<file path="src/sv/kwm_ram.sv">
// ----------------------------------------------------------------------------
// kwm_ram
// Generic simple dual-port RAM, one write port, one registered read port.
// ----------------------------------------------------------------------------
module kwm_ram #(
  parameter int WIDTH = 8,
  parameter int DEPTH = 16
) (
  input  logic                     clk,
  input  logic                     we,
  input  logic [$clog2(DEPTH)-1:0] waddr,
  input  logic [WIDTH-1:0]         wdata,
  input  logic [$clog2(DEPTH)-1:0] raddr,
  output logic [WIDTH-1:0]         rdata
);

  logic [WIDTH-1:0] mem [DEPTH];

  always_ff @(posedge clk) begin
    if (we) begin
      mem[waddr] <= wdata;
    end
    rdata <= mem[raddr];
  end

endmodule

</file>
<file path="config.mk">
export PLATFORM = sky130hd
export DESIGN_NAME = kwm_ram
export DESIGN_NICKNAME = d
export VERILOG_FILES = /design/src/sv/kwm_ram.sv
export SDC_FILE = /design/constraint.sdc
export NUM_CORES = 1
export LEC_CHECK = 0
export BUFFER_PORTS_ARGS = -buffer_cell sky130_fd_sc_hd__clkbuf_2
export CORE_UTILIZATION = 55
export CTS_BUF_LIST = sky130_fd_sc_hd__clkbuf_2 sky130_fd_sc_hd__clkbuf_4 sky130_fd_sc_hd__clkbuf_8
export CTS_CLUSTER_DIAMETER = 150
export DETAILED_ROUTE_END_ITERATION = 7
export GPL_ROUTABILITY_DRIVEN = 0
export PLACE_DENSITY = 0.71
export SLEW_MARGIN = 20
export SYNTH_ARGS = -nofsm -noshare
export SYNTH_HDL_FRONTEND = slang
export SYNTH_SLANG_ARGS = --single-unit
</file>
<file path="constraint.sdc">
create_clock -name clk -period 2.5 [get_ports clk]
set_clock_uncertainty 0.1 [all_clocks]
set_input_delay 0.5 -clock clk [delete_from_list [all_inputs] [get_ports clk]]
set_output_delay 0.5 -clock clk [all_outputs]
set_load 0.01 [all_outputs]
</file>
==> results.sh, run 1 <==
export IMPL_status="finished, final reports clean"
export IMPL_wirelength_mm=9.20
export IMPL_fin_hold_ws_ns=0.390
export IMPL_coreArea_um2=8890
export IMPL_drive_gt1_frac=0.321
export IMPL_seq_area_um2=4000
export IMPL_worstMarginPinSlew_ns=0.638
export IMPL_fmax_mhz=593
export IMPL_rsz0062_at_grt="no"
export IMPL_synth_cell_area_um2=5150
export IMPL_ys_warn_count=0
export IMPL_die_x_um=98.7
export IMPL_ys_ff_latch=136
export IMPL_worstHoldPathType="in2reg"
export IMPL_p_clk_frac=0.371
export IMPL_ant_nets=0
export IMPL_synth_seq_area_share=0.778
export IMPL_numPortBuffers=25
export IMPL_dp_cells=372
export IMPL_ys_types=19
export IMPL_p_sw_frac=0.221
export IMPL_dpl_hpwl_mm=5.87
export IMPL_p_int_mw=3.46
export IMPL_htree_levels=4
export IMPL_syn_nets=247
export IMPL_cts_root_buffer="clkbuf_8"
export IMPL_post_route_min_period_ns=1.69
export IMPL_p_leak_nw=1.98
export IMPL_die_h_um=98.7
export IMPL_viasPerCell=5.95
export IMPL_pwr_share_seq=0.577
export IMPL_drc=0
export IMPL_power_density_nw_per_um2=758
export IMPL_met3WireLength_um=617
export IMPL_cts_clk_slew_worst_paths_ns=0.08
export IMPL_clock_path_buffers=2
export IMPL_post_cts_resized=0
export IMPL_grt_pass1_wl_mm=14.1
export IMPL_hold_buffers=0
export IMPL_post_route_period_util=0.675
export IMPL_first_global_vias=2452
export IMPL_multi_input_area_um2=1060
export IMPL_overflow=0
export IMPL_vias=2404
export IMPL_slew_headroom=0.573
export IMPL_synth_top_area_frac=0.747
export IMPL_yosysTopAreaCell="edfxtp_1"
export IMPL_highest_layer="met4"
export IMPL_path_class="in2reg"
export IMPL_numCtsBuffers=17
export IMPL_rows=34
export IMPL_io_pins=26
export IMPL_finalInstanceArea_um2=5870
export IMPL_diodes=0
export IMPL_layout_area_overhead_vs_synth_pct=14.0
export IMPL_drv_cap=0
export IMPL_crit_fanout=20
export IMPL_cts_sinks=136
export IMPL_first_iter_violations=174
export IMPL_synth_area_leaders="edfxtp_1 (75%), mux4_2 (7.9%), mux4_1 (7.1%)"
export IMPL_setup_tns_ns=0
export IMPL_critPathLaunchType="primary input"
export IMPL_p_switching_mw=0.983
export IMPL_grt_max_degree=33
export IMPL_p_comb_frac=0.052
export IMPL_m1WireLength_mm=3.89
export IMPL_final_cells=404
export IMPL_cts_tree="done"
export IMPL_worstPathRequired_ns=2.70
export IMPL_syn_inst=229
export IMPL_ir_drop_mv=0.390
export IMPL_arrival_ns=1.88
export IMPL_setup_violations=0
export IMPL_worstSkewPairLatency_ns=0.42
export IMPL_slew_viol_final=0
export IMPL_firstDrtPassIters=4
export IMPL_wl_per_cell_um=22.8
export IMPL_postSynthAreaPerCell_um2=22.5
export IMPL_fin_nets=301
export IMPL_die_area_um2=9750
export IMPL_detailroute_wirelength_met2_mm=4.64
export IMPL_fillCellCount=568
export IMPL_track_usage=0.210
export IMPL_antenna_found_initial=0
export IMPL_post_cts_buffers=0
export IMPL_place_area_um2=5500
export IMPL_endpoint_kind="flip-flop"
export IMPL_final_hold_viol_count=0
export IMPL_initial_core_util=0.579
==> power by group through the flow <==
stage               sequential, mW  clock (mW)  combinational, mW
global route                  2.57        1.76              0.252
CTS                           2.57        1.68              0.237
global placement              2.62           0              0.232
floorplan                     2.61           0              0.129
finish                        2.57        1.65              0.232
detailed placement            2.62           0              0.236
==> placed cells by master, fill, tap and decap left out, types with 2 or more instances in the layout <==
master	instances
nor3_1	4
nor2_1	13
mux4_1	14
dfxtp_1	8
clkbuf_8	17
mux4_2	18
clkinvlp_4	6
clkbuf_4	2
buf_12	2
nand2_1	9
edfxtp_1	128
nand2b_1	2
inv_6	3
a22oi_1	16
nand3b_1	2
clkbuf_2	25
clkinv_4	2
buf_4	18
==> sequential cells by signal, summed over array words and instances (netlist names) <==
register	flops
mem	128
rdata	8
==> stage by stage <==
step	setup slack, ns	util	power, mW
after global routing	0.753	0.660	4.59
after global placement	0.345	0.618	2.85
after detailed placement	0.330	0.618	2.85
after floorplan	0.407	-	2.74
final	0.813	0.660	4.45
after CTS	0.793	0.660	4.48
==> worst paths after layout <==
| check | startpoint | to | slack [ns] | cells past startpoint |
|---|---|---|---|---|
| setup / recovery | raddr[0] | rdata[4]$_DFF_P_ | 0.81 | 5 |
| hold / removal | wdata[3] | mem[14][3]$_DFFE_PP_ | 0.39 | 1 |
| setup reg to reg | mem[3][4]$_DFFE_PP_ | rdata[4]$_DFF_P_ | 1.06 | 3 |
| hold reg to reg | mem[14][7]$_DFFE_PP_ | rdata[7]$_DFF_P_ | 0.57 | 3 |
==> area by class of cell <==
cell class,instances,area share
clock buffers,19,0.0424
clock inverters,13,0.0209
multi-input cells,83,0.180
flip-flops and latches,136,0.682
well taps,108,0.0230
repair buffers,45,0.0512
==> worst max-delay path: stages <==
cell and delay [ns]:
clkbuf_2 0.22, buf_12 0.23, mux4_1 0.56, a22oi_1 0.26, nand2_1 0.10
==> per-layer routing <==
| layer | GRT usage | up-vias |
|---|---|---|
| met4 | 0.0723 | 0 |
| met5 | 0 | - |
| li1 | - | 1078 |
| met2 | 0.322 | 99 |
| met3 | 0.0546 | 4 |
| met1 | 0.300 | 1223 |
==> Yosys cell counts <==
master	n
buf_4	1
nand2b_1	2
a22oi_1	16
nor3_1	4
nand3b_1	2
edfxtp_1	128
nand2_1	9
clkdlybuf4s25_2	3
mux4_2	18
nor2_1	13
nor2b_1	1
mux4_1	14
or3b_2	1
buf_6	3
dfxtp_1	8
and2b_1	1
and2_1	1
nand3_1	1
buf_2	3
==> cells by family after synthesis <==
| family | after synthesis | synth area share |
|---|---|---|
| muxes | 32 | 0.150 |
| and+or+nand+nor | 35 | 0.0318 |
| AOI/OAI and AO/OA | 16 | 0.0233 |
| buffers and inverters | 10 | 0.0168 |
| DFF | 136 | 0.778 |
Note: power is estimated with default switching activity, not from simulation.
==> inputs of run 2 (changes only) <==
clock period = 1.7 ns   (was 2.5 ns; I/O delays follow)
==> run 2 against run 1 <==
Against the previous run: die area did not move; sequential cell count unchanged; sequential share of layout area shrank 0.85 points; design area increased by 1.3%.
==> results.sh, run 2 (synthesis results as in run 1) <==
export IMPL_dp_cells=383
export IMPL_place_ws_ns=-0.168
export IMPL_viasPerCell=5.87
export IMPL_drv_cap=0
export IMPL_setup_tns_ns=0
export IMPL_diodes=0
export IMPL_initial_core_util=0.579
export IMPL_post_route_min_period_ns=1.47
export IMPL_io_pins=26
export IMPL_htree_levels=4
export IMPL_worstHoldPathType="in2reg"
export IMPL_regMostFlops="mem"
export IMPL_setup_violations=0
export IMPL_place_area_um2=5600
export IMPL_coreArea_um2=8890
export IMPL_layout_common_cells="edfxtp_1 (128), buf_4 (28), clkbuf_2 (25)"
export IMPL_fin_nets=312
export IMPL_overflow=0
export IMPL_power_density_nw_per_um2=1070
export IMPL_cts_root_buffer="clkbuf_8"
export IMPL_final_core_util=0.668
export IMPL_antenna_found_initial=0
export IMPL_firstDrtPassIters=4
export IMPL_ant_nets=0
export IMPL_fmax_mhz=681
export IMPL_finalInstanceArea_um2=5940
export IMPL_fin_hold_ws_ns=0.233
export IMPL_die_x_um=98.7
export IMPL_rows=34
export IMPL_wirelength_mm=8.88
export IMPL_layout_setup_ws_ns=0.232
export IMPL_hold_buffers=0
export IMPL_numPortBuffers=25
export IMPL_slowest_delay_ns=0.50
export IMPL_post_cts_buffers=0
export IMPL_final_cells=415
export IMPL_crit_fanout=1
export IMPL_wl_per_cell_um=21.4
export IMPL_first_global_vias=2487
export IMPL_final_common_cell="edfxtp_1"
export IMPL_slew_viol_final=0
export IMPL_grt_pass1_wl_mm=14.0
export IMPL_arrival_ns=1.66
export IMPL_cts_tree="done"
export IMPL_ir_drop_mv=0.617
export IMPL_rsz0062_at_grt="no"
export IMPL_drc=0
export IMPL_status="finished, final reports clean"
export IMPL_critPathLaunchType="flip-flop"
export IMPL_clock_path_buffers=2
export IMPL_critPathSlowestCell="mux4_1"
export IMPL_slew_headroom=0.508
export IMPL_crit_chain="mux4_1 > a22oi_1 > nand2_1"
export IMPL_endpoint_kind="flip-flop"
export IMPL_grt_max_degree=24
export IMPL_worstMarginPinSlew_ns=0.736
export IMPL_top_regs="mem: 128 flops, rdata: 8 flops"
export IMPL_largest_reg_flops=128
export IMPL_post_cts_resized=0
export IMPL_dpl_hpwl_mm=5.97
export IMPL_first_iter_violations=195
export IMPL_die_area_um2=9750
export IMPL_numCtsBuffers=17
export IMPL_worstSkewPairLatency_ns=0.41
export IMPL_drive_gt1_frac=0.352
export IMPL_worstPathRequired_ns=1.89
export IMPL_post_route_period_util=0.863
export IMPL_cts_sinks=136
export IMPL_path_class="reg2reg"
export IMPL_vias=2437
export IMPL_cts_clk_slew_worst_paths_ns=0.08
export IMPL_track_usage=0.202
export IMPL_power_total_mw=6.38
export IMPL_die_h_um=98.7
export IMPL_layout_area_overhead_vs_synth_pct=15.4
export IMPL_p_leak_nw=2.06
export IMPL_final_hold_viol_count=0
[run 2: changes by cell type in the layout (fill, tap and decap cells not counted), moves of 2 or more]
cell / previous run / this run
clkinv_2: 0 / 6
inv_6: 3 / 0
clkbuf_8: 17 / 19
buf_4: 18 / 28
clkinvlp_4: 6 / 2
clkbuf_4: 2 / 4
[run 2: per-layer routing]
layer | share of wire | routed length [um] | GRT usage | vias to the layer above
met5 | 0 | 0 | 0 | -
met4 | 0.011 | 96 | 0.0620 | 0
met3 | 0.046 | 411 | 0.0525 | 10
met2 | 0.48 | 4280 | 0.315 | 66
met1 | 0.46 | 4090 | 0.286 | 1259
li1 | - | - | - | 1102
[run 2: path summary, 6_finish.rpt]
check	cells after the start	slack (ns)	end	from
setup / recovery	3	0.23	rdata[2]$_DFF_P_	mem[9][2]$_DFFE_PP_
hold / removal	1	0.23	mem[7][1]$_DFFE_PP_	wdata[1]
setup reg to reg	3	0.23	rdata[2]$_DFF_P_	mem[9][2]$_DFFE_PP_
hold reg to reg	3	0.57	rdata[3]$_DFF_P_	mem[12][3]$_DFFE_PP_
[run 2: where the power goes]
group	internal [mW]	switching (mW)
Sequential	3.75	0.0229
Combinational	0.163	0.197
Clock	1.14	1.11
[run 2: layout make-up]
cell class                 count  area (um2)
timing repair buffer          56         395
fill                         569        2950
clock inverter                 9        53.8
sequential                   136        4000
multi-input combinational     83        1060
clock buffer                  23         292
tap                          108         135
[run 2: critical path, delay by kind of cell, from the launching register on]
| kind | cells | cell delay, ns |
|---|---|---|
| simple gates | 1 | 0.08 |
| compound gates | 1 | 0.31 |
| mux | 1 | 0.50 |
| flops | 1 | 0.36 |
